### config.mk
export PLATFORM = sky130hd
export DESIGN_NAME = brlt_ctrl
export DESIGN_NICKNAME = d
export VERILOG_FILES = /design/src/rtl/core/brlt_pkg.sv /design/src/rtl/core/brlt_ctrl.sv
export SDC_FILE = /design/constraint.sdc
export NUM_CORES = 2
export LEC_CHECK = 0
export ABC_AREA = 1
export BUFFER_PORTS_ARGS = -buffer_cell sky130_fd_sc_hd__buf_4
export CELL_PAD_IN_SITES_DETAIL_PLACEMENT = 2
export CELL_PAD_IN_SITES_GLOBAL_PLACEMENT = 2
export CORE_ASPECT_RATIO = 1.2
export CORE_MARGIN = 2
export CORE_UTILIZATION = 35
export DETAILED_ROUTE_END_ITERATION = 7
export PLACE_DENSITY = 0.78
export SLEW_MARGIN = 20
export SYNTH_ARGS = -nofsm -noshare
export SYNTH_HDL_FRONTEND = slang
export SYNTH_SLANG_ARGS = --single-unit
### constraint.sdc
create_clock -name clk -period 24.3 [get_ports clk]
set_input_delay 1.215 -clock clk [delete_from_list [all_inputs] [get_ports clk]]
set_output_delay 1.215 -clock clk [all_outputs]
set_load 0.05 [all_outputs]
### src/rtl/core/brlt_pkg.sv
// Package for the byte-range lock table.
// Holds the operation, status and sequencer codes and the default sizes.
// No dependencies.
package brlt_pkg;

  localparam int TABLE_ENTRIES_DEF = 512;
  localparam int FILE_ID_BITS_DEF  = 16;
  localparam int OWNER_BITS_DEF    = 16;

  localparam int IN_FILE_W  = 16;
  localparam int IN_OWNER_W = 16;
  localparam int OP_W       = 3;
  localparam int ADDR_W     = 64;
  localparam logic [ADDR_W-1:0] ADDR_MAX = '1;

  typedef enum logic [OP_W-1:0] {
    OP_QUERY    = 3'd0,
    OP_SET      = 3'd1,
    OP_UNLOCK   = 3'd2,
    OP_REL_FILE = 3'd3,
    OP_REL_ALL  = 3'd4
  } op_t;

  typedef enum logic [1:0] {
    STS_OK      = 2'd0,
    STS_BADF    = 2'd1,
    STS_BLOCK   = 2'd2,
    STS_NOSPACE = 2'd3
  } status_t;

  typedef enum logic [2:0] {
    S_IDLE,
    S_SCAN,
    S_CARVE,
    S_MERGE,
    S_RELEASE
  } state_t;

endpackage

### src/rtl/core/brlt_ctrl.sv
// Sequencer and ring head for the byte-range lock table.
// Runs scan, carve, merge and release passes over the rotating ring. Uses brlt_pkg.
module brlt_ctrl #(
  parameter int TABLE_ENTRIES = brlt_pkg::TABLE_ENTRIES_DEF,
  parameter int FW            = 16,
  parameter int OW            = 16
) (
  input  logic                          clk,
  input  logic                          rst_n,
  input  logic                          start,
  output logic                          busy,
  input  logic [brlt_pkg::OP_W-1:0]      in_operation,
  input  logic [brlt_pkg::IN_FILE_W-1:0] in_file_id,
  input  logic [brlt_pkg::IN_OWNER_W-1:0] in_owner_id,
  input  logic                          in_lock_type,
  input  logic [brlt_pkg::ADDR_W-1:0]    in_range_start,
  input  logic [brlt_pkg::ADDR_W-1:0]    in_range_end,
  input  logic                          in_fd_writable,
  output logic                          out_valid,
  output logic [1:0]                    out_status,
  output logic                          out_conflict_found,
  output logic                          out_conflict_type,
  output logic [brlt_pkg::ADDR_W-1:0]    out_conflict_start,
  output logic [brlt_pkg::ADDR_W-1:0]    out_conflict_length,
  output logic [brlt_pkg::IN_OWNER_W-1:0] out_conflict_owner,
  output logic                          out_wake_waiters,
  output logic                          shift_en,
  input  logic                          head_valid,
  input  logic [FW-1:0]                 head_file,
  input  logic [OW-1:0]                 head_owner,
  input  logic                          head_wr,
  input  logic [brlt_pkg::ADDR_W-1:0]    head_first,
  input  logic [brlt_pkg::ADDR_W-1:0]    head_last,
  output logic                          tail_valid,
  output logic [FW-1:0]                 tail_file,
  output logic [OW-1:0]                 tail_owner,
  output logic                          tail_wr,
  output logic [brlt_pkg::ADDR_W-1:0]    tail_first,
  output logic [brlt_pkg::ADDR_W-1:0]    tail_last
);

  localparam int IW = $clog2(TABLE_ENTRIES);
  localparam int AW = brlt_pkg::ADDR_W;
  localparam logic [IW-1:0] LAST_IDX = IW'(TABLE_ENTRIES - 1);

  brlt_pkg::state_t  state_r, state_nxt;
  logic [IW-1:0]     idx_r, idx_nxt;
  brlt_pkg::op_t     op_r, op_nxt;
  logic [FW-1:0]     file_r, file_nxt;
  logic [OW-1:0]     owner_r, owner_nxt;
  logic              wr_r, wr_nxt;
  logic [AW-1:0]     s_r, s_nxt, e_r, e_nxt;

  logic              cf_found_r, cf_found_nxt, cf_w_r, cf_w_nxt;
  logic [AW-1:0]     cf_first_r, cf_first_nxt, cf_last_r, cf_last_nxt;
  logic [OW-1:0]     cf_owner_r, cf_owner_nxt;
  logic              free_any_r, free_any_nxt;
  logic [IW-1:0]     free_idx_r, free_idx_nxt;
  logic              split_r, split_nxt, split_w_r, split_w_nxt;
  logic [AW-1:0]     split_last_r, split_last_nxt;
  logic              r_found_r, r_found_nxt;
  logic [IW-1:0]     r_idx_r, r_idx_nxt;
  logic              l_found_r, l_found_nxt;
  logic [IW-1:0]     l_idx_r, l_idx_nxt;
  logic [AW-1:0]     l_first_r, l_first_nxt;
  logic              rr_found_r, rr_found_nxt;
  logic [IW-1:0]     rr_idx_r, rr_idx_nxt;
  logic [AW-1:0]     rr_last_r, rr_last_nxt;
  logic              drop_r, drop_nxt;

  logic              ov_r, ov_nxt;
  brlt_pkg::status_t ost_r, ost_nxt;
  logic              ocf_r, ocf_nxt, ocw_r, ocw_nxt, owake_r, owake_nxt;
  logic [AW-1:0]     ocs_r, ocs_nxt, ocl_r, ocl_nxt;
  logic [brlt_pkg::IN_OWNER_W-1:0] oco_r, oco_nxt;

  logic              mine, meet, at_end;
  logic [IW-1:0]     m_idx;

  always_ff @(posedge clk) begin
    if (!rst_n) begin
      state_r <= brlt_pkg::S_IDLE;
      idx_r   <= '0;
      ov_r    <= 1'b0;
    end else begin
      state_r <= state_nxt;
      idx_r   <= idx_nxt;
      ov_r    <= ov_nxt;
    end
  end

  always_ff @(posedge clk) begin
    op_r         <= op_nxt;
    file_r       <= file_nxt;
    owner_r      <= owner_nxt;
    wr_r         <= wr_nxt;
    s_r          <= s_nxt;
    e_r          <= e_nxt;
    cf_found_r   <= cf_found_nxt;
    cf_w_r       <= cf_w_nxt;
    cf_first_r   <= cf_first_nxt;
    cf_last_r    <= cf_last_nxt;
    cf_owner_r   <= cf_owner_nxt;
    free_any_r   <= free_any_nxt;
    free_idx_r   <= free_idx_nxt;
    split_r      <= split_nxt;
    split_w_r    <= split_w_nxt;
    split_last_r <= split_last_nxt;
    r_found_r    <= r_found_nxt;
    r_idx_r      <= r_idx_nxt;
    l_found_r    <= l_found_nxt;
    l_idx_r      <= l_idx_nxt;
    l_first_r    <= l_first_nxt;
    rr_found_r   <= rr_found_nxt;
    rr_idx_r     <= rr_idx_nxt;
    rr_last_r    <= rr_last_nxt;
    drop_r       <= drop_nxt;
    ost_r        <= ost_nxt;
    ocf_r        <= ocf_nxt;
    ocw_r        <= ocw_nxt;
    ocs_r        <= ocs_nxt;
    ocl_r        <= ocl_nxt;
    oco_r        <= oco_nxt;
    owake_r      <= owake_nxt;
  end

  always_comb begin
    m_idx = r_idx_r;
    if (l_found_r && (l_idx_r < m_idx)) begin
      m_idx = l_idx_r;
    end
    if (rr_found_r && (rr_idx_r < m_idx)) begin
      m_idx = rr_idx_r;
    end
  end

  assign mine   = head_valid && (head_file == file_r) && (head_owner == owner_r);
  assign meet   = (head_first <= e_r) && (s_r <= head_last);
  assign at_end = (idx_r == LAST_IDX);

  always_comb begin
    state_nxt      = state_r;
    idx_nxt        = idx_r;
    op_nxt         = op_r;
    file_nxt       = file_r;
    owner_nxt      = owner_r;
    wr_nxt         = wr_r;
    s_nxt          = s_r;
    e_nxt          = e_r;
    cf_found_nxt   = cf_found_r;
    cf_w_nxt       = cf_w_r;
    cf_first_nxt   = cf_first_r;
    cf_last_nxt    = cf_last_r;
    cf_owner_nxt   = cf_owner_r;
    free_any_nxt   = free_any_r;
    free_idx_nxt   = free_idx_r;
    split_nxt      = split_r;
    split_w_nxt    = split_w_r;
    split_last_nxt = split_last_r;
    r_found_nxt    = r_found_r;
    r_idx_nxt      = r_idx_r;
    l_found_nxt    = l_found_r;
    l_idx_nxt      = l_idx_r;
    l_first_nxt    = l_first_r;
    rr_found_nxt   = rr_found_r;
    rr_idx_nxt     = rr_idx_r;
    rr_last_nxt    = rr_last_r;
    drop_nxt       = drop_r;
    ov_nxt         = 1'b0;
    ost_nxt        = ost_r;
    ocf_nxt        = ocf_r;
    ocw_nxt        = ocw_r;
    ocs_nxt        = ocs_r;
    ocl_nxt        = ocl_r;
    oco_nxt        = oco_r;
    owake_nxt      = owake_r;
    shift_en       = 1'b0;
    tail_valid     = head_valid;
    tail_file      = head_file;
    tail_owner     = head_owner;
    tail_wr        = head_wr;
    tail_first     = head_first;
    tail_last      = head_last;

    case (state_r)
      brlt_pkg::S_IDLE: begin
        if (start) begin
          op_nxt       = brlt_pkg::op_t'(in_operation);
          file_nxt     = in_file_id[FW-1:0];
          owner_nxt    = in_owner_id[OW-1:0];
          wr_nxt       = in_lock_type;
          s_nxt        = in_range_start;
          e_nxt        = in_range_end;
          idx_nxt      = '0;
          cf_found_nxt = 1'b0;
          free_any_nxt = 1'b0;
          split_nxt    = 1'b0;
          r_found_nxt  = 1'b0;
          l_found_nxt  = 1'b0;
          rr_found_nxt = 1'b0;
          drop_nxt     = 1'b0;
          ost_nxt      = brlt_pkg::STS_OK;
          ocf_nxt      = 1'b0;
          ocw_nxt      = 1'b0;
          ocs_nxt      = '0;
          ocl_nxt      = '0;
          oco_nxt      = '0;
          owake_nxt    = 1'b0;
          case (brlt_pkg::op_t'(in_operation))
            brlt_pkg::OP_QUERY, brlt_pkg::OP_UNLOCK: begin
              if (in_range_start > in_range_end) begin
                ov_nxt = 1'b1;
              end else begin
                state_nxt = brlt_pkg::S_SCAN;
              end
            end
            brlt_pkg::OP_SET: begin
              if (in_lock_type && !in_fd_writable) begin
                ost_nxt = brlt_pkg::STS_BADF;
                ov_nxt  = 1'b1;
              end else if (in_range_start > in_range_end) begin
                ov_nxt = 1'b1;
              end else begin
                state_nxt = brlt_pkg::S_SCAN;
              end
            end
            brlt_pkg::OP_REL_FILE, brlt_pkg::OP_REL_ALL: begin
              state_nxt = brlt_pkg::S_RELEASE;
            end
            default: begin
              ov_nxt = 1'b1;
            end
          endcase
        end
      end

      brlt_pkg::S_SCAN: begin
        shift_en = 1'b1;
        idx_nxt  = at_end ? '0 : idx_r + 1'b1;
        if (!cf_found_nxt && head_valid && (head_file == file_r) &&
            (head_owner != owner_r) && meet && (head_wr || wr_r)) begin
          cf_found_nxt = 1'b1;
          cf_w_nxt     = head_wr;
          cf_first_nxt = head_first;
          cf_last_nxt  = head_last;
          cf_owner_nxt = head_owner;
        end
        if (!head_valid && !free_any_r) begin
          free_any_nxt = 1'b1;
          free_idx_nxt = idx_r;
        end
        if (mine && (head_first < s_r) && (head_last > e_r)) begin
          split_nxt      = 1'b1;
          split_w_nxt    = head_wr;
          split_last_nxt = head_last;
        end
        if (at_end) begin
          state_nxt = brlt_pkg::S_IDLE;
          ov_nxt    = 1'b1;
          case (op_r)
            brlt_pkg::OP_QUERY: begin
              if (cf_found_nxt) begin
                ocf_nxt = 1'b1;
                ocw_nxt = cf_w_nxt;
                ocs_nxt = cf_first_nxt;
                ocl_nxt = (cf_last_nxt == brlt_pkg::ADDR_MAX) ? '0 :
                          cf_last_nxt - cf_first_nxt + 1'b1;
                oco_nxt = brlt_pkg::IN_OWNER_W'(cf_owner_nxt);
              end
            end
            brlt_pkg::OP_SET: begin
              if (cf_found_nxt) begin
                ost_nxt = brlt_pkg::STS_BLOCK;
              end else if (!free_any_nxt) begin
                ost_nxt = brlt_pkg::STS_NOSPACE;
              end else begin
                owake_nxt = 1'b1;
                ov_nxt    = 1'b0;
                state_nxt = brlt_pkg::S_CARVE;
              end
            end
            default: begin
              owake_nxt = 1'b1;
              if (split_nxt && !free_any_nxt) begin
                ost_nxt = brlt_pkg::STS_NOSPACE;
              end else begin
                ov_nxt    = 1'b0;
                state_nxt = brlt_pkg::S_CARVE;
              end
            end
          endcase
        end
      end

      brlt_pkg::S_CARVE: begin
        shift_en = 1'b1;
        idx_nxt  = at_end ? '0 : idx_r + 1'b1;
        if (split_r && (idx_r == free_idx_r)) begin
          tail_valid = 1'b1;
          tail_file  = file_r;
          tail_owner = owner_r;
          tail_wr    = split_w_r;
          tail_first = e_r + 1'b1;
          tail_last  = split_last_r;
        end else if (mine && meet) begin
          if ((head_first >= s_r) && (head_last <= e_r)) begin
            tail_valid = 1'b0;
          end else if (head_first < s_r) begin
            tail_last = s_r - 1'b1;
          end else begin
            tail_first = e_r + 1'b1;
          end
        end
        if (!tail_valid && !r_found_r) begin
          r_found_nxt = 1'b1;
          r_idx_nxt   = idx_r;
        end
        if (tail_valid && (tail_file == file_r) && (tail_owner == owner_r) &&
            (tail_wr == wr_r)) begin
          if ((s_r != '0) && (tail_last == s_r - 1'b1)) begin
            l_found_nxt = 1'b1;
            l_idx_nxt   = idx_r;
            l_first_nxt = tail_first;
          end
          if ((e_r != brlt_pkg::ADDR_MAX) && (tail_first == e_r + 1'b1)) begin
            rr_found_nxt = 1'b1;
            rr_idx_nxt   = idx_r;
            rr_last_nxt  = tail_last;
          end
        end
        if (at_end) begin
          if ((op_r == brlt_pkg::OP_SET) && r_found_nxt) begin
            state_nxt = brlt_pkg::S_MERGE;
          end else begin
            state_nxt = brlt_pkg::S_IDLE;
            ov_nxt    = 1'b1;
            if (op_r == brlt_pkg::OP_SET) begin
              ost_nxt = brlt_pkg::STS_NOSPACE;
            end
          end
        end
      end

      brlt_pkg::S_MERGE: begin
        shift_en = 1'b1;
        idx_nxt  = at_end ? '0 : idx_r + 1'b1;
        if (idx_r == m_idx) begin
          tail_valid = 1'b1;
          tail_file  = file_r;
          tail_owner = owner_r;
          tail_wr    = wr_r;
          tail_first = l_found_r ? l_first_r : s_r;
          tail_last  = rr_found_r ? rr_last_r : e_r;
        end else if ((l_found_r && (idx_r == l_idx_r)) ||
                     (rr_found_r && (idx_r == rr_idx_r))) begin
          tail_valid = 1'b0;
        end
        if (at_end) begin
          state_nxt = brlt_pkg::S_IDLE;
          ov_nxt    = 1'b1;
        end
      end

      brlt_pkg::S_RELEASE: begin
        shift_en = 1'b1;
        idx_nxt  = at_end ? '0 : idx_r + 1'b1;
        if (head_valid && (head_owner == owner_r) &&
            ((op_r == brlt_pkg::OP_REL_ALL) || (head_file == file_r))) begin
          tail_valid = 1'b0;
          drop_nxt   = 1'b1;
        end
        if (at_end) begin
          state_nxt = brlt_pkg::S_IDLE;
          ov_nxt    = 1'b1;
          owake_nxt = drop_nxt;
        end
      end

      default: begin
        state_nxt = brlt_pkg::S_IDLE;
      end
    endcase
  end

  assign busy                = (state_r != brlt_pkg::S_IDLE);
  assign out_valid           = ov_r;
  assign out_status          = ost_r;
  assign out_conflict_found  = ocf_r;
  assign out_conflict_type   = ocw_r;
  assign out_conflict_start  = ocs_r;
  assign out_conflict_length = ocl_r;
  assign out_conflict_owner  = oco_r;
  assign out_wake_waiters    = owake_r;

endmodule

==> results.sh <==
export IMPL_cts_htree_levels=3
export IMPL_tritoncts="built"
export IMPL_routed_wirelength_um=285000
export IMPL_synth_lib_cells_used_distinct=62
export IMPL_first_global_vias=57149
export IMPL_post_route_period_util_pct=40.3
export IMPL_dpl_cell_area_um2=60300
export IMPL_cts_buffer_depth=3
export IMPL_detailed_place_hpwl_um=225000
export IMPL_critical_path_reg2reg_startpoint="e_r[63]$_DFFE_PP_"
export IMPL_synth_async_sr_flop_share_pct=0
export IMPL_relSlewSlack_pct=24.0
export IMPL_routed_wirelength_normalized_by_instance_count_um=30.2
export IMPL_drv_cap=0
export IMPL_number_of_routed_nets_with_antenna_violations=0
export IMPL_grt_pass1_wl_um=404000
export IMPL_hold_path_class="reg -> reg"
export IMPL_power_density_nw_per_um2=89.6
export IMPL_areaGrowthSynthToFinish_pct=19.2
export IMPL_grt_max_degree=131
export IMPL_placeableCoreArea_um2=151000
export IMPL_non_filler_cell_area_final_um2=63500
export IMPL_crit_end="tail_first[47]"
export IMPL_timing_max_transition_violations_final=0
export IMPL_result_of_the_run="finished clean"
export IMPL_drt_vias_per_instance=5.78
export IMPL_cts_resized=0
export IMPL_cp_max_fo=83
export IMPL_initial_core_util_pct=35.3
export IMPL_yosysMostFrequentCell="nand2_1"
export IMPL_global_route_usage_total_pct=35.7
export IMPL_period_minus_slack_ns=9.79
export IMPL_drt_pass1_iter_count=5
export IMPL_synth_warnings=0
export IMPL_power_leakage_nw=29.0
export IMPL_grt_remaining_overflow=0
export IMPL_synth_top_area_cell="edfxtp_1"
export IMPL_cts_repair_timing_setup_buffer_count=0
export IMPL_synthesis_area_per_instance_um2=7.85
export IMPL_synth_edff_count=694
export IMPL_critical_path_arrival_ns=8.58
export IMPL_crit_path_start_kind="register"
export IMPL_slowest_stage="buf_4"
export IMPL_synth_seq_area_share_pct=39.6
export IMPL_final_nets=8168
export IMPL_worstSetupStartpoint="l_idx_r[6]$_DFFE_PP_"
export IMPL_worstReg2RegEnd="rr_idx_r[3]$_DFFE_PP_"
export IMPL_worst_ir_drop_vdd_uv=112
export IMPL_synth_cells_most_frequent="nand2_1, inv_1, edfxtp_1"
export IMPL_post_layout_util_pct=42.1
export IMPL_insertion_delay_ns=0.75
export IMPL_post_cts_hold_buffer_count=0
export IMPL_gpl_final_weighted_congestion=0.992
export IMPL_synth_top_cell_area_share_pct=39.1
export IMPL_synth_cells=6790
export IMPL_rsz_0062_raised_after_global_routing="no"
export IMPL_floorplan_die_height_um=431
export IMPL_die_width_um=360
export IMPL_fraction_of_final_layout_cells_with_drive_strength_greater_than_1_pct=13.1
export IMPL_num_vias=54606
export IMPL_tightest_slew_ns=1.14
export IMPL_cts_buffers_inserted=88
export IMPL_clock_fmax_mhz=102
export IMPL_critical_path_max_stage_delay_ns=0.88
export IMPL_ys_seq_elements=707
export IMPL_synth_net_count=7586
export IMPL_critPathCaptureType="primary output"
export IMPL_drcViolationCount=0
export IMPL_worst_setup_hold_path_clk_slew_ns=0.06
export IMPL_dieArea_um2=155000
export IMPL_setup_total_negative_slack_ns=0
export IMPL_clock_skew_ns=0.0297
export IMPL_port_buffer_count=643
export IMPL_synth_main_ff_cell="edfxtp_1"
export IMPL_cts_sink_count=707
export IMPL_finalHoldViolations=0
export IMPL_boundaryPins=644
export IMPL_grt_antenna_before_repair=45
export IMPL_worstRegToRegCells=26
export IMPL_cells_taking_the_most_area_after_synthesis="edfxtp_1, nand2_1, ha_1"
export IMPL_detail_route_iter0_violations=4437
export IMPL_fp_row_count=156
export IMPL_total_power_mw=5.69
export IMPL_critical_path_class="reg -> out"
export IMPL_critical_path_cell_chain="ha_1 > a21oi_1 > o21ai_0 > a21oi_1 > nand3_1 > o21ai_0 > ha_1 > nand4_1 > a21oi_1 > nor3_1 > nand2_1 > inv_1 > nand2_1 > o21ai_0 > xor2_1 > nor2_1 > nand3_4 > buf_4 > buf_4 > buf_4 > o21ai_0 > nand2_1 > o221ai_1 > buf_4"
export IMPL_mappedNetlistArea_um2=53300
export IMPL_root_buffer="clkbuf_16"
export IMPL_crit_required_ns=23.08
export IMPL_setup_viol=0
export IMPL_r2r_setup_slack_ns=15.88
## power breakdown
group / switching [mW] / total, mW / internal [mW]
Combinational: 1.76 / 2.39 / 0.630
Clock: 0.618 / 1.52 / 0.902
Sequential: 0.145 / 1.78 / 1.64
## worst max-delay path, delay by kind of cell (launching register included)
kind,cells,cell delay [ns]
buffers and inverters,5,2.88
DFF,1,0.46
AOI/OAI and AO/OA,8,1.56
xor gates and xnor gates,1,0.18
adders and majority gates,2,0.67
and+or+nand+nor,8,1.75
## flip-flops by register name, indices dropped and copies added (netlist names), 16 cells and up
| register | flops |
|---|---|
| cf_first_r | 64 |
| cf_last_r | 64 |
| cf_owner_r | 16 |
| e_r | 64 |
| file_r | 16 |
| l_first_r | 64 |
| out_conflict_length | 64 |
| out_conflict_owner | 16 |
| out_conflict_start | 64 |
| owner_r | 16 |
| rr_last_r | 64 |
| s_r | 64 |
| split_last_r | 64 |
## cells in the final DEF (no fill, tap or decap), types with 56 or more instances in the layout
| cell type | n |
|---|---|
| a21oi_1 | 305 |
| buf_4 | 699 |
| clkbuf_16 | 90 |
| edfxtp_1 | 694 |
| ha_1 | 465 |
| inv_1 | 984 |
| nand2_1 | 1699 |
| nand3_1 | 257 |
| nand4_1 | 123 |
| nor2_1 | 590 |
| nor3_1 | 95 |
| o211ai_1 | 139 |
| o21a_1 | 56 |
| o21ai_0 | 478 |
| o221ai_1 | 121 |
| or2_2 | 74 |
| xor2_1 | 166 |
## how the worst min path moves through the flow
stage                       startpoint                 endpoint  cells after the start
6_report       cf_owner_r[5]$_DFFE_PP_  cf_owner_r[5]$_DFFE_PP_                      2
3_3_place_gp   state_r[1]$_SDFFE_PN0P_  state_r[1]$_SDFFE_PN0P_                      2
2_1_floorplan    idx_r[3]$_SDFFE_PN0P_  free_idx_r[3]$_DFFE_PP_                      0
5_1_grt        cf_owner_r[5]$_DFFE_PP_  cf_owner_r[5]$_DFFE_PP_                      2
4_1_cts        cf_owner_r[5]$_DFFE_PP_  cf_owner_r[5]$_DFFE_PP_                      2
3_5_place_dp          cf_w_r$_DFFE_PP_         cf_w_r$_DFFE_PP_                      2
## cell type report
class                   count  area (µm²)
diodes                     28        70.1
clock buffers             100        2290
clock inverters            60         883
fillers                 17266       87400
inverters                 998        3750
multi-input cells        4873       27600
flip-flops and latches    707       21100
well taps                1975        2470
repair buffers            704        5350
## kinds of logic after synthesis
group | count (synthesis) | synth area share (%)
AND/OR/NAND/NOR | 2969 | 23.5
AO/OA/AOI/OAI | 1228 | 13.8
buffers and inverters | 1210 | 8.77
flip-flops | 707 | 39.6
adder cells (fa/ha/maj) | 466 | 11.0
XOR/XNOR | 210 | 3.45
## per-stage QoR
step	setup slack (ns)	instances	hold slack (ns)
final	14.51	9445	0.561
after global routing	13.71	9438	0.588
after CTS	14.56	9417	0.562
after detailed placement	15.29	9257	0.546
after global placement	15.53	9257	0.518
after floorplan	2.04	6790	0.458
## routing by layer
layer  wire, µm  vias up  share of wire (%)  track usage (%)
li1           -    24179                  -                -
met1     120000    27745                 42             46.4
met2     128000     2105                 45             56.9
met3      19200      555                6.7             5.24
met4      17600       22                6.2             20.3
met5        141        -              0.049                0
Note: power is estimated with default switching activity, not from simulation.
